File: config.mk
export PLATFORM = sky130hd
export DESIGN_NAME = rational_arith_unit
export DESIGN_NICKNAME = d
export VERILOG_FILES = /design/src/sv/rau_pkg.sv /design/src/sv/rau_mul.sv /design/src/sv/rau_red.sv /design/src/sv/rational_arith_unit.sv
export SDC_FILE = /design/constraint.sdc
export NUM_CORES = 2
export LEC_CHECK = 0
export BUFFER_PORTS_ARGS = -buffer_cell sky130_fd_sc_hd__buf_2
export CAP_MARGIN = 40
export CORE_ASPECT_RATIO = 0.9
export CORE_MARGIN = 5
export CORE_UTILIZATION = 30
export CTS_CLUSTER_SIZE = 8
export DETAILED_ROUTE_END_ITERATION = 10
export HOLD_SLACK_MARGIN = 0.12
export PLACE_DENSITY = 0.55
export SLEW_MARGIN = 40
export SYNTH_ARGS = -nofsm -noshare
export SYNTH_HDL_FRONTEND = slang
export SYNTH_SLANG_ARGS = --single-unit
File: constraint.sdc
create_clock -name clk_i -period 9.2 [get_ports clk_i]
set_input_delay 0 -clock clk_i [delete_from_list [all_inputs] [get_ports clk_i]]
set_output_delay 0 -clock clk_i [all_outputs]
set_load 0.03 [all_outputs]
File: src/sv/rau_pkg.sv
`timescale 1ns / 1ps
// ----------------------------------------------------------------------------
// rau_pkg
// Shared widths, operation and status codes, and the reduction unit command.
// ----------------------------------------------------------------------------
package rau_pkg;

  localparam int unsigned OperandWidthDef = 16;
  localparam int unsigned OpWidth         = 3;
  localparam int unsigned StatusWidth     = 2;
  localparam int unsigned ResNumWidth     = 33;
  localparam int unsigned ResDenWidth     = 31;

  typedef enum logic [OpWidth-1:0] {
    OP_ADD = 3'd0,
    OP_SUB = 3'd1,
    OP_MUL = 3'd2,
    OP_DIV = 3'd3,
    OP_EQ  = 3'd4,
    OP_NE  = 3'd5,
    OP_LT  = 3'd6,
    OP_GT  = 3'd7
  } rau_op_e;

  typedef enum logic [StatusWidth-1:0] {
    ST_OK       = 2'd0,
    ST_ZERO_DEN = 2'd1,
    ST_DIV_ZERO = 2'd2
  } rau_status_e;

  typedef struct packed {
    logic start;
    logic narrow;
  } red_cmd_t;

endpackage

File: src/sv/rau_mul.sv
`timescale 1ns / 1ps
// ----------------------------------------------------------------------------
// rau_mul
// Registered unsigned magnitude multiplier shared by all cross products.
// ----------------------------------------------------------------------------
module rau_mul #(
  parameter int unsigned OperandWidth = rau_pkg::OperandWidthDef
) (
  input  logic                      clk_i,
  input  logic [OperandWidth-1:0]   a_i,
  input  logic [OperandWidth-1:0]   b_i,
  output logic [2*OperandWidth-1:0] p_o
);
  import rau_pkg::*;

  logic [2*OperandWidth-1:0] p_q;

  always_ff @(posedge clk_i) begin
    p_q <= a_i * b_i;
  end

  assign p_o = p_q;

endmodule

File: src/sv/rau_red.sv
`timescale 1ns / 1ps
// ----------------------------------------------------------------------------
// rau_red
// Fraction reduction: binary gcd then two restoring divisions, all on one
// shared subtractor.
// ----------------------------------------------------------------------------
module rau_red #(
  parameter int unsigned OperandWidth = rau_pkg::OperandWidthDef
) (
  input  logic                      clk_i,
  input  logic                      rst_ni,
  input  rau_pkg::red_cmd_t         cmd_i,
  input  logic [2*OperandWidth-1:0] num_i,
  input  logic [2*OperandWidth-1:0] den_i,
  output logic                      done_o,
  output logic [2*OperandWidth-1:0] num_o,
  output logic [2*OperandWidth-1:0] den_o
);
  import rau_pkg::*;

  localparam int unsigned W  = OperandWidth;
  localparam int unsigned MW = 2 * OperandWidth;
  localparam int unsigned CW = $clog2(MW + 1);

  typedef enum logic [5:0] {
    U_IDLE = 6'b000001,
    U_EVEN = 6'b000010,
    U_GCD  = 6'b000100,
    U_DIVN = 6'b001000,
    U_DIVD = 6'b010000,
    U_DONE = 6'b100000
  } red_state_e;

  red_state_e    state_q, state_d;
  logic [MW-1:0] u_q, u_d, v_q, v_d;
  logic [MW-1:0] nq_q, nq_d, dq_q, dq_d;
  logic [MW-1:0] dvd_q, dvd_d, rem_q, rem_d;
  logic [MW-1:0] qn_q, qn_d, num_q, num_d, den_q, den_d;
  logic [CW-1:0] cnt_q, cnt_d, len;
  logic          narrow_q, narrow_d;
  logic [MW:0]   sub_a, sub_b;
  logic [MW+1:0] diff;
  logic          borrow;
  logic [MW-1:0] dvd_shift, rem_next;

  function automatic logic [MW-1:0] align(input logic [MW-1:0] x, input logic nar);
    return nar ? {x[W-1:0], {W{1'b0}}} : x;
  endfunction

  // shared subtractor
  always_comb begin
    if (state_q == U_DIVN || state_q == U_DIVD) begin
      sub_a = {rem_q, dvd_q[MW-1]};
    end else begin
      sub_a = {1'b0, u_q};
    end
    sub_b = {1'b0, v_q};
  end

  assign diff      = {1'b0, sub_a} - {1'b0, sub_b};
  assign borrow    = diff[MW+1];
  assign dvd_shift = {dvd_q[MW-2:0], ~borrow};
  assign rem_next  = borrow ? {rem_q[MW-2:0], dvd_q[MW-1]} : diff[MW-1:0];
  assign len       = narrow_q ? CW'(W) : CW'(MW);

  always_comb begin
    state_d  = state_q;
    u_d      = u_q;
    v_d      = v_q;
    nq_d     = nq_q;
    dq_d     = dq_q;
    dvd_d    = dvd_q;
    rem_d    = rem_q;
    qn_d     = qn_q;
    num_d    = num_q;
    den_d    = den_q;
    cnt_d    = cnt_q;
    narrow_d = narrow_q;
    unique case (state_q)
      U_IDLE: begin
        if (cmd_i.start) begin
          narrow_d = cmd_i.narrow;
          if (num_i == '0) begin
            num_d   = '0;
            den_d   = MW'(1);
            state_d = U_DONE;
          end else begin
            u_d     = num_i;
            v_d     = den_i;
            state_d = U_EVEN;
          end
        end
      end
      U_EVEN: begin
        if (!u_q[0] && !v_q[0]) begin
          u_d = u_q >> 1;
          v_d = v_q >> 1;
        end else begin
          nq_d    = u_q;
          dq_d    = v_q;
          state_d = U_GCD;
        end
      end
      U_GCD: begin
        if (u_q == '0) begin
          dvd_d   = align(nq_q, narrow_q);
          rem_d   = '0;
          cnt_d   = len;
          state_d = U_DIVN;
        end else if (!u_q[0]) begin
          u_d = u_q >> 1;
        end else if (!v_q[0]) begin
          v_d = v_q >> 1;
        end else if (borrow) begin
          u_d = v_q;
          v_d = u_q;
        end else begin
          u_d = diff[MW-1:0];
        end
      end
      U_DIVN: begin
        rem_d = rem_next;
        dvd_d = dvd_shift;
        cnt_d = cnt_q - CW'(1);
        if (cnt_q == CW'(1)) begin
          qn_d    = dvd_shift;
          dvd_d   = align(dq_q, narrow_q);
          rem_d   = '0;
          cnt_d   = len;
          state_d = U_DIVD;
        end
      end
      U_DIVD: begin
        rem_d = rem_next;
        dvd_d = dvd_shift;
        cnt_d = cnt_q - CW'(1);
        if (cnt_q == CW'(1)) begin
          num_d   = qn_q;
          den_d   = dvd_shift;
          state_d = U_DONE;
        end
      end
      U_DONE: begin
        state_d = U_IDLE;
      end
      default: begin
        state_d = U_IDLE;
      end
    endcase
  end

  always_ff @(posedge clk_i or negedge rst_ni) begin
    if (!rst_ni) begin
      state_q <= U_IDLE;
    end else begin
      state_q <= state_d;
    end
  end

  always_ff @(posedge clk_i) begin
    u_q      <= u_d;
    v_q      <= v_d;
    nq_q     <= nq_d;
    dq_q     <= dq_d;
    dvd_q    <= dvd_d;
    rem_q    <= rem_d;
    qn_q     <= qn_d;
    num_q    <= num_d;
    den_q    <= den_d;
    cnt_q    <= cnt_d;
    narrow_q <= narrow_d;
  end

  assign done_o = (state_q == U_DONE);
  assign num_o  = num_q;
  assign den_o  = den_q;

endmodule

File: src/sv/rational_arith_unit.sv
`timescale 1ns / 1ps
// ----------------------------------------------------------------------------
// rational_arith_unit
// Exact add, subtract, multiply, divide and compare of two signed fractions.
// ----------------------------------------------------------------------------
// usage
// input channel: operation_i and the four operand fields with in_valid_i;
//   a transaction is taken when in_valid_i is high and in_stall_o is low
// output channel: reduced result with out_valid_o; taken when out_stall_i is low
// one transaction at a time: in_stall_o stays high from acceptance until the
//   result has been moved into the output register
// sequence: a zero denominator goes from acceptance straight to the final
//   state and from there into the output register; otherwise each operand
//   reduction goes straight to done for a zero numerator, else it removes
//   shared factors of two, runs the gcd steps and two n-bit divisions
//   (n = OPERAND_WIDTH), then a check state, the multiply and combine states
//   except for equal and not equal, and for arithmetic one more reduction with
//   n = 2*OPERAND_WIDTH
// the time is set mainly by the reduction unit and its one shared subtractor
// a new transaction is taken only once the last has left the final state; the
//   next transaction can start while a finished result still waits in the
//   output register
// a stalled receiver holds the result; the next result then waits in the
//   final state until the output register frees
// reset clears the sequencer and the output valid, no clearing pass is needed
// ----------------------------------------------------------------------------
module rational_arith_unit #(
  parameter int unsigned OPERAND_WIDTH = rau_pkg::OperandWidthDef
) (
  input  logic                            clk_i,
  input  logic                            rst_ni,
  input  logic                            in_valid_i,
  output logic                            in_stall_o,
  input  logic [rau_pkg::OpWidth-1:0]     operation_i,
  input  logic [OPERAND_WIDTH-1:0]        a_num_i,
  input  logic [OPERAND_WIDTH-1:0]        a_den_i,
  input  logic [OPERAND_WIDTH-1:0]        b_num_i,
  input  logic [OPERAND_WIDTH-1:0]        b_den_i,
  output logic                            out_valid_o,
  input  logic                            out_stall_i,
  output logic [rau_pkg::ResNumWidth-1:0] res_num_o,
  output logic [rau_pkg::ResDenWidth-1:0] res_den_o,
  output logic                            cmp_true_o,
  output logic [rau_pkg::StatusWidth-1:0] status_o
);
  import rau_pkg::*;

  localparam int unsigned W  = OPERAND_WIDTH;
  localparam int unsigned MW = 2 * OPERAND_WIDTH;
  localparam int unsigned NW = (MW + 1 > ResNumWidth) ? MW + 1 : ResNumWidth;
  localparam int unsigned DW = (MW > ResDenWidth) ? MW : ResDenWidth;

  typedef enum logic [10:0] {
    S_IDLE  = 11'b00000000001,
    S_RED_A = 11'b00000000010,
    S_RED_B = 11'b00000000100,
    S_CHECK = 11'b00000001000,
    S_MUL0  = 11'b00000010000,
    S_MUL1  = 11'b00000100000,
    S_MUL2  = 11'b00001000000,
    S_MUL3  = 11'b00010000000,
    S_COMB  = 11'b00100000000,
    S_RED_R = 11'b01000000000,
    S_DONE  = 11'b10000000000
  } seq_state_e;

  seq_state_e  state_q, state_d;
  rau_op_e     op_q, op_d;
  logic [W-1:0] an_q, an_d, ad_q, ad_d, bn_q, bn_d, bd_q, bd_d;
  logic [W-1:0] am_q, am_d, adm_q, adm_d, bm_q, bm_d, bdm_q, bdm_d;
  logic         sa_q, sa_d, sb_q, sb_d;
  logic [MW-1:0] x_q, x_d, y_q, y_d, z_q, z_d;
  logic [MW-1:0] wn_q, wn_d, wd_q, wd_d;
  logic          wneg_q, wneg_d, wcmp_q, wcmp_d;
  rau_status_e   wst_q, wst_d;
  logic          start_q, start_d;

  logic                   out_valid_q, out_valid_d;
  logic [ResNumWidth-1:0] res_num_q, res_num_d;
  logic [ResDenWidth-1:0] res_den_q, res_den_d;
  logic                   cmp_q, cmp_d;
  rau_status_e            st_q, st_d;

  logic [W-1:0]  an_mag, ad_mag, bn_mag, bd_mag;
  red_cmd_t      red_cmd;
  logic [MW-1:0] red_num, red_den, red_num_o, red_den_o;
  logic          red_done;
  logic [W-1:0]  mul_a, mul_b;
  logic [MW-1:0] mul_p;
  logic [MW:0]   xs, ys, sum, sum_abs;
  logic          lt, gt;
  logic [NW-1:0] num_ext, num_sgn;
  logic [DW-1:0] den_ext;
  logic          out_free;

  assign an_mag = an_q[W-1] ? -an_q : an_q;
  assign ad_mag = ad_q[W-1] ? -ad_q : ad_q;
  assign bn_mag = bn_q[W-1] ? -bn_q : bn_q;
  assign bd_mag = bd_q[W-1] ? -bd_q : bd_q;

  // reduction unit operand select
  always_comb begin
    red_cmd.start  = start_q;
    red_cmd.narrow = (state_q != S_RED_R);
    if (state_q == S_RED_A) begin
      red_num = MW'(an_mag);
      red_den = MW'(ad_mag);
    end else if (state_q == S_RED_B) begin
      red_num = MW'(bn_mag);
      red_den = MW'(bd_mag);
    end else begin
      red_num = wn_q;
      red_den = wd_q;
    end
  end

  rau_red #(
    .OperandWidth(OPERAND_WIDTH)
  ) u_red (
    .clk_i (clk_i),
    .rst_ni(rst_ni),
    .cmd_i (red_cmd),
    .num_i (red_num),
    .den_i (red_den),
    .done_o(red_done),
    .num_o (red_num_o),
    .den_o (red_den_o)
  );

  // cross product select
  always_comb begin
    if (state_q == S_MUL1) begin
      mul_a = bm_q;
      mul_b = adm_q;
    end else if (state_q == S_MUL2) begin
      mul_a = adm_q;
      mul_b = (op_q == OP_DIV) ? bm_q : bdm_q;
    end else begin
      mul_a = am_q;
      mul_b = (op_q == OP_MUL) ? bm_q : bdm_q;
    end
  end

  rau_mul #(
    .OperandWidth(OPERAND_WIDTH)
  ) u_mul (
    .clk_i(clk_i),
    .a_i  (mul_a),
    .b_i  (mul_b),
    .p_o  (mul_p)
  );

  assign xs      = sa_q ? -{1'b0, x_q} : {1'b0, x_q};
  assign ys      = (sb_q ^ (op_q == OP_SUB)) ? -{1'b0, y_q} : {1'b0, y_q};
  assign sum     = xs + ys;
  assign sum_abs = sum[MW] ? -sum : sum;
  assign lt      = $signed(xs) < $signed(ys);
  assign gt      = $signed(ys) < $signed(xs);

  assign num_ext  = NW'(wn_q);
  assign num_sgn  = (wneg_q && (wn_q != '0)) ? -num_ext : num_ext;
  assign den_ext  = DW'(wd_q);
  assign out_free = !out_valid_q || !out_stall_i;

  always_comb begin
    state_d     = state_q;
    op_d        = op_q;
    an_d        = an_q;
    ad_d        = ad_q;
    bn_d        = bn_q;
    bd_d        = bd_q;
    am_d        = am_q;
    adm_d       = adm_q;
    bm_d        = bm_q;
    bdm_d       = bdm_q;
    sa_d        = sa_q;
    sb_d        = sb_q;
    x_d         = x_q;
    y_d         = y_q;
    z_d         = z_q;
    wn_d        = wn_q;
    wd_d        = wd_q;
    wneg_d      = wneg_q;
    wcmp_d      = wcmp_q;
    wst_d       = wst_q;
    start_d     = 1'b0;
    res_num_d   = res_num_q;
    res_den_d   = res_den_q;
    cmp_d       = cmp_q;
    st_d        = st_q;
    out_valid_d = out_valid_q && out_stall_i;
    unique case (state_q)
      S_IDLE: begin
        if (in_valid_i) begin
          op_d   = rau_op_e'(operation_i);
          an_d   = a_num_i;
          ad_d   = a_den_i;
          bn_d   = b_num_i;
          bd_d   = b_den_i;
          wn_d   = '0;
          wd_d   = MW'(1);
          wneg_d = 1'b0;
          wcmp_d = 1'b0;
          if (a_den_i == '0 || b_den_i == '0) begin
            wst_d   = ST_ZERO_DEN;
            state_d = S_DONE;
          end else begin
            wst_d   = ST_OK;
            start_d = 1'b1;
            state_d = S_RED_A;
          end
        end
      end
      S_RED_A: begin
        if (red_done) begin
          am_d    = red_num_o[W-1:0];
          adm_d   = red_den_o[W-1:0];
          sa_d    = (an_q[W-1] ^ ad_q[W-1]) && (red_num_o != '0);
          start_d = 1'b1;
          state_d = S_RED_B;
        end
      end
      S_RED_B: begin
        if (red_done) begin
          bm_d    = red_num_o[W-1:0];
          bdm_d   = red_den_o[W-1:0];
          sb_d    = (bn_q[W-1] ^ bd_q[W-1]) && (red_num_o != '0);
          state_d = S_CHECK;
        end
      end
      S_CHECK: begin
        if (op_q == OP_DIV && bm_q == '0) begin
          wst_d   = ST_DIV_ZERO;
          state_d = S_DONE;
        end else if (op_q == OP_EQ || op_q == OP_NE) begin
          wcmp_d  = (am_q == bm_q && sa_q == sb_q && adm_q == bdm_q) ^ (op_q == OP_NE);
          state_d = S_DONE;
        end else begin
          state_d = S_MUL0;
        end
      end
      S_MUL0: begin
        state_d = S_MUL1;
      end
      S_MUL1: begin
        x_d     = mul_p;
        state_d = S_MUL2;
      end
      S_MUL2: begin
        y_d     = mul_p;
        state_d = S_MUL3;
      end
      S_MUL3: begin
        z_d     = mul_p;
        state_d = S_COMB;
      end
      S_COMB: begin
        unique case (op_q)
          OP_ADD, OP_SUB: begin
            wn_d    = sum_abs[MW-1:0];
            wneg_d  = sum[MW];
            wd_d    = z_q;
            start_d = 1'b1;
            state_d = S_RED_R;
          end
          OP_MUL, OP_DIV: begin
            wn_d    = x_q;
            wneg_d  = sa_q ^ sb_q;
            wd_d    = z_q;
            start_d = 1'b1;
            state_d = S_RED_R;
          end
          OP_LT: begin
            wcmp_d  = lt;
            state_d = S_DONE;
          end
          OP_GT: begin
            wcmp_d  = gt;
            state_d = S_DONE;
          end
          OP_EQ, OP_NE: begin
            state_d = S_DONE;
          end
        endcase
      end
      S_RED_R: begin
        if (red_done) begin
          wn_d    = red_num_o;
          wd_d    = red_den_o;
          state_d = S_DONE;
        end
      end
      S_DONE: begin
        if (out_free) begin
          res_num_d   = num_sgn[ResNumWidth-1:0];
          res_den_d   = den_ext[ResDenWidth-1:0];
          cmp_d       = wcmp_q;
          st_d        = wst_q;
          out_valid_d = 1'b1;
          state_d     = S_IDLE;
        end
      end
      default: begin
        state_d = S_IDLE;
      end
    endcase
  end

  always_ff @(posedge clk_i or negedge rst_ni) begin
    if (!rst_ni) begin
      state_q     <= S_IDLE;
      start_q     <= 1'b0;
      out_valid_q <= 1'b0;
    end else begin
      state_q     <= state_d;
      start_q     <= start_d;
      out_valid_q <= out_valid_d;
    end
  end

  always_ff @(posedge clk_i) begin
    op_q      <= op_d;
    an_q      <= an_d;
    ad_q      <= ad_d;
    bn_q      <= bn_d;
    bd_q      <= bd_d;
    am_q      <= am_d;
    adm_q     <= adm_d;
    bm_q      <= bm_d;
    bdm_q     <= bdm_d;
    sa_q      <= sa_d;
    sb_q      <= sb_d;
    x_q       <= x_d;
    y_q       <= y_d;
    z_q       <= z_d;
    wn_q      <= wn_d;
    wd_q      <= wd_d;
    wneg_q    <= wneg_d;
    wcmp_q    <= wcmp_d;
    wst_q     <= wst_d;
    res_num_q <= res_num_d;
    res_den_q <= res_den_d;
    cmp_q     <= cmp_d;
    st_q      <= st_d;
  end

  assign in_stall_o  = (state_q != S_IDLE);
  assign out_valid_o = out_valid_q;
  assign res_num_o   = res_num_q;
  assign res_den_o   = res_den_q;
  assign cmp_true_o  = cmp_q;
  assign status_o    = st_q;

`ifndef SYNTH
  a_busy_after_accept: assert property (@(posedge clk_i) disable iff (!rst_ni)
    in_valid_i && !in_stall_o |=> in_stall_o)
    else $error("accepted transaction did not raise in_stall_o");

  a_error_fields: assert property (@(posedge clk_i) disable iff (!rst_ni)
    out_valid_o && status_o != ST_OK |->
      res_num_o == '0 && res_den_o == ResDenWidth'(1) && !cmp_true_o)
    else $error("error result carries nonzero fields");

  a_cmp_fields: assert property (@(posedge clk_i) disable iff (!rst_ni)
    out_valid_o && cmp_true_o |-> res_num_o == '0 && res_den_o == ResDenWidth'(1))
    else $error("comparison result carries a fraction");

  a_den_nonzero: assert property (@(posedge clk_i) disable iff (!rst_ni)
    out_valid_o |-> res_den_o != '0)
    else $error("result denominator is zero");

  a_red_done_state: assert property (@(posedge clk_i) disable iff (!rst_ni)
    red_done |-> state_q == S_RED_A || state_q == S_RED_B || state_q == S_RED_R)
    else $error("reduction finished outside a reduction step");
`endif

endmodule
# Word level (Yosys, flattened, before mapping)
# Index checks and enable logic that the tools add are counted.
[classes]
multipliers = 1
bitwise = 7
addsub = 11
n_reduce_logical = 55
order_cmp = 2
eq_ne = 53
mux = 99
[ops]
columns = ["cell", "count"]
rows = [
  ["$mux 32", 38],
  ["$pmux 32 s3", 6],
  ["$pmux 32 s2", 3],
  ["$mux 16", 10],
  ["$pmux 11 s11", 1],
  ["$mux 33", 3],
  ["$neg 32->33", 3],
  ["$mux 11", 8],
  ["$lt 33x33->1", 2],
  ["$logic_not 32->1", 2],
  ["$neg 16->16", 4],
  ["$reduce_bool 32->1", 2],
  ["$mux 6", 9],
  ["$logic_not 16->1", 3],
  ["$sub 33x32->34", 1],
  ["$add 33x33->33", 1],
  ["$eq 16x16->1", 2],
  ["$mul 16x16->32", 1],
  ["$neg 32->32", 1],
  ["$ne 2x2->1 const B", 15],
  ["$pmux 6 s5", 1],
  ["$pmux 11 s2", 1],
  ["$reduce_and 5->1", 4],
  ["$pmux 6 s3", 1],
  ["46 further kinds", 106],
]
[word_totals]
wordCells = 270
output_inout_bits = 69
input_bits = 71
register_bits = 710

# Logic depth before layout (Yosys ltp)
[depth]
ltp_word = 9
mapped_depth = 35
depth_no_buf = 33

# Cells and area by module
# Synthesis repeated with hierarchy kept, for this count alone.
[unflattened]
hier_cells = 4164
area_unflattened_um2 = 44988.1
[by_module_without_submodules]
columns = ["mod", "instances", "cells_each", "area_per_inst_um2"]
rows = [
  ["rational_arith_unit", 1, 1903, 21149.0],
  ["rau_red", 1, 1227, 14543.9],
  ["rau_mul", 1, 1034, 9295.2],
]

# Worst setup path after synthesis
# No wires, ideal clock.
[synth_timing]
path_type = "flip-flop to flip-flop"
startpoint = "reg state_q[8]"
endpoint = "reg u_mul.p_q[31] (netlist: u_mul.p_o[31])"
arrival_time_ps = 8929
path_stages_with_launch = 33
slack_ps = 199
path_buffers = 3
cell_sequence = "dfrtp_1 nor4_2 nand3_1 or3b_1 buf_2 clkinv_1 buf_1 nand2_1 a21oi_1 a21o_1 clkbuf_1 nand2_1 fa_1 fa_1 fa_1 inv_1 fa_1 fa_1 inv_1 fa_1 inv_1 ha_1 a21oi_1 o21bai_1 a21oi_1 o41ai_1 a211oi_1 o31ai_1 a221oi_1 o21ai_0 a31o_2 a21oi_1 xnor2_1"
[synth_between]
elab_chain_cells = 4
[synth_lines]
columns = ["item", "line", "source"]
rows = [
  ["start: declaration", "rational_arith_unit.sv:67", "seq_state_e state_q, state_d;"],
  ["start signal: assignment", "rational_arith_unit.sv:315", "state_q <= state_d;"],
  ["$eq 11x7->1", "rational_arith_unit.sv:135", "end else if (state_q == S_MUL2) begin"],
  ["$mux 16", "rational_arith_unit.sv:135", ""],
  ["$mux 16", "rational_arith_unit.sv:132", "if (state_q == S_MUL1) begin"],
  ["$mul 16x16->32 *", "rau_mul.sv:19", "p_q <= a_i * b_i;"],
  ["end signal: assignment", "rau_mul.sv:19", ""],
  ["end: declaration", "rau_mul.sv:16", "logic [2*OperandWidth-1:0] p_q;"],
]
# Mark *: on every way between the ends. The rest lies on a longest branch, timed or not.
# A chain may end at the register's enable or synchronous reset.

# Final worst setup path
[layout_timing]
startpoint = "reg state_q[8]"
endpoint = "reg u_mul.p_q[24] (netlist: u_mul.p_o[24])"
# The elaborated chain is that of the path after synthesis.

==> reports/metrics.csv <==
stage,metric,value,unit
synthesis,Compound-Gate Fraction of Synth Area,13.4,%
cts,Clock Tree Buf Depth,3,
power,pwr/cell area,269,nW/µm²
routing,Via density,5.24,
synthesis,top_reg_cell synth,edfxtp_1,
setup_path,critical setup path kind,flop to flop,
status,status,"complete, no violations",
sta,clock skew,32.5,ps
sta,Tmin final,8810,ps
sta,final setup vio count,0,
cts,TritonCTS clock tree,done,
cts,post-CTS setup buffer count,0,
routing,vias post-DR,33800,
final_layout,area grow syn2layout,17.7,%
cts,clock buffer count from CTS,99,
power,Peak VDD IR,0.000169,V
setup_path,"Slowest-stage cell, CP",a2111oi_0,
synthesis,xor/xnor share of the synthesized area,5.69,%
final_layout,"non-filler cells, final",6446,
routing,routed wire length,150000,µm
final_layout,layout cells sized above 1,9.96,%
placed_design,Port Buf Inserts,139,
synthesis,largest family of logic cells by synthesized area,adder cells,
setup_path,flop2flop setup slack,390,ps
routing,post-route ant nets,0,
synthesis,Cells after Synth,4107,
global_route,largest net degree at the start of global routing,71,
placed_design,placer congestion estimate,0.930,
synthesis,mux contribution to synthesized area,1.30,%
synthesis,syn nets,4585,
synthesis,"Distinct cells, synth",94,
setup_path,Worst Setup Start Kind,flop,
die,# rows,133,
sta,final worst setup slack,394,ps
global_route,initial antenna violation count,10,
worst_hold_path,worst min path class,input pin to flop,
cts,CTS Sinks,710,
setup_path,cells on worst reg2reg path,29,
final_layout,diode count,0,
global_route,total track usage,18.6,%
worst_hold_path,WHS Endpoint,op_q[0],
final_layout,fin nets,4902,
synthesis,#FFs+latches synth,710,
placed_design,placed instance count,6142,
setup_path,crit end category,flop,
global_route,first-pass GRT wire length,220000,µm
placed_design,dpl cell area,47900,µm²
synthesis,"EDFF count, synth",659,
sta,Max transition margin,38.7,%
routing,drt initial violations,3766,
cts,H-tree Lvls,3,
power,leakage power total,0.0209,µW
placed_design,pre-CTS setup slack,187,ps
synthesis,largest cells by area after synthesis,"edfxtp_1 (45%), fa_1 (8.9%), ha_1 (6.0%), nand2_1 (4.0%), xnor2_1 (3.5%)",
synthesis,yosys warns,0,
final_layout,Final Cell Area,52200,µm²
global_route,vias in the first global route,32900,
power,Overall Power,14000,µW
synthesis,simple-gate portion of the synthesized area,12.9,%
die,Placeable Area,146000,µm²
setup_path,Max stage delay on crit path,740,ps
die,Initial Util,30.3,%
routing,wire per inst,23.2,µm
synthesis,ys async rst share,2.68,%
synthesis,area share of the largest cell type after synthesis,44.6,%
synthesis,Mean Syn Cell Area,10.8,µm²
setup_path,"Arr. time, crit path",9410,ps
cts,clock slew at reported path FFs,50,ps
synthesis,Post-Synth Adder-Cell Area,14.8,%
final_layout,max FFs per register,33,
routing,DRC violations left,0,
sta,Final Hold Viols,0,
worst_hold_path,hold path start,operation_i[0],
sta,Worst Tran Pin Value,908,ps
die,IO Count,140,
synthesis,post-synthesis instance area,44300,µm²
setup_path,cell mode on critical path,fa_1,
setup_path,"Req. time, crit path",9800,ps
cts,root buffer cell,clkbuf_16,
worst_hold_path,hold path depth,2,
die,die width,415,µm
cts,Clock Latency Late Sink,690,ps
sta,crit share post-route,95.7,%
synthesis,post-synthesis sequential area ratio,47.2,%
setup_path,FF-to-FF End,u_mul.p_o[24],
die,die area,156000,µm²
setup_path,"Max FO, Critical Path",18,
setup_path,reg-to-reg startpoint,state_q[8],
die,Die Height,375,µm
global_route,remaining global-route overflow,0,
synthesis,post-synth top area cell,edfxtp_1,
run,MaxCap Viol Count,0,
sta,Hold WS,132,ps
placed_design,DP Wirelength,113000,µm
routing,drt pass-1 iters,8,
sta,Pins Over Slew Limit,0,
sta,Max Clk Rate,114,MHz
[synth_stat cells, types with 10 or more instances]
library cell	n
o21a_1	24
xnor2_1	179
clkbuf_1	150
inv_1	388
mux2_2	14
a21oi_1	207
nor3_1	43
and2_1	82
fa_1	196
nor4_1	52
nor2b_1	21
a22o_1	41
o211ai_1	10
dfxtp_1	32
a221o_1	33
nor2_1	298
ha_1	211
o21ai_1	24
xor2_1	109
or3_1	22
mux2i_1	42
a21o_1	61
a211oi_1	32
nand2_1	473
a22oi_1	55
o21ai_0	163
nand4_1	30
and4_1	10
and3_1	16
nand3_1	53
or2_2	14
o21bai_1	24
nor3b_1	15
or4_1	22
a31oi_1	26
edfxtp_1	659
nand2b_1	26
o41ai_1	18
o31ai_1	43
dfrtp_1	17
a222oi_1	32
[worst max-delay path: cells and delay by family (launching register included)]
family | cells | cell delay [ps]
flops | 1 | 420
simple gates | 6 | 1350
buf+inv | 6 | 890
compound gates | 9 | 2880
xor+xnor | 1 | 160
fa+ha+maj | 7 | 2990
[how the worst max path moves through the flow]
stage / start / end / slack [ps] / depth (start not counted)
2_1_floorplan: state_q[8] / u_mul.p_o[31] / 200 / 32
3_3_place_gp: state_q[8] / u_mul.p_o[31] / 220 / 33
3_5_place_dp: state_q[8] / u_mul.p_o[31] / 190 / 32
4_1_cts: state_q[8] / u_mul.p_o[31] / 130 / 33
5_1_grt: state_q[8] / u_mul.p_o[31] / -30 / 31
6_report: state_q[8] / u_mul.p_o[24] / 390 / 29
[stage by stage]
stage          setup TNS, ps  util [%]
6_report                   0      35.6
5_1_grt                -34.4      35.6
4_1_cts                    0      35.6
3_5_place_dp               0      32.7
3_3_place_gp               0      32.6
2_1_floorplan              0         -
[timing repair]
item | CTS | global route
hold endpoints to repair | 138 | 0
hold buffers | 137 | 0
gates resized for setup | 0 | 5
endpoints found under the setup margin | 0 | 8
[report_power, final]
group	switching (µW)	internal [µW]	leakage [µW]
clock	1410	2000	0.00135
sequential	880	4350	0.00666
combinational	3290	2110	0.0128
total	5580	8450	0.0209
[cell families after synthesis]
logic type / count (synthesis)
compound gates: 878
xor+xnor: 288
fa+ha+maj: 407
buf+inv: 556
flops: 710
mux: 56
simple gates: 1212
[per-layer routing]
metal	GRT usage [%]	vias up	wire [µm]
li1	-	15300	-
met1	27.0	16900	68100
met2	27.9	1450	64500
met3	4.97	172	14000
met4	3.76	2	3030
met5	0	-	13
[placed cells by master, fill, tap and decap left out, drive strengths merged, types with 22 or more instances in the layout]
| cell type | instances |
|---|---|
| dlygate4sd3 | 136 |
| nand2 | 473 |
| mux2i | 42 |
| nor4 | 55 |
| xnor2 | 179 |
| o31ai | 43 |
| a22oi | 55 |
| edfxtp | 659 |
| nand4 | 30 |
| o21ai | 187 |
| xor2 | 109 |
| inv | 391 |
| a221o | 33 |
| o21a | 24 |
| a222oi | 32 |
| nand2b | 26 |
| a21oi | 210 |
| nand3 | 53 |
| dfxtp | 32 |
| o21bai | 24 |
| nor3 | 43 |
| fa | 196 |
| a22o | 41 |
| ha | 211 |
| or3 | 22 |
| nor2 | 298 |
| a211oi | 34 |
| and2 | 82 |
| a31oi | 26 |
| clkbuf | 158 |
| a21o | 61 |
| buf | 247 |
| or4 | 23 |
[cell type report]
| type | count | area, µm² |
|---|---|---|
| fill | 14500 | 94300 |
| multi-input combinational | 2841 | 21500 |
| sequential | 710 | 20900 |
| timing repair buffer | 383 | 3020 |
| clock buffer | 158 | 2710 |
| tap | 1957 | 2450 |
| inverter | 389 | 1460 |
| clock inverter | 8 | 118 |
No activity file was read; power rests on OpenSTA's default activity.
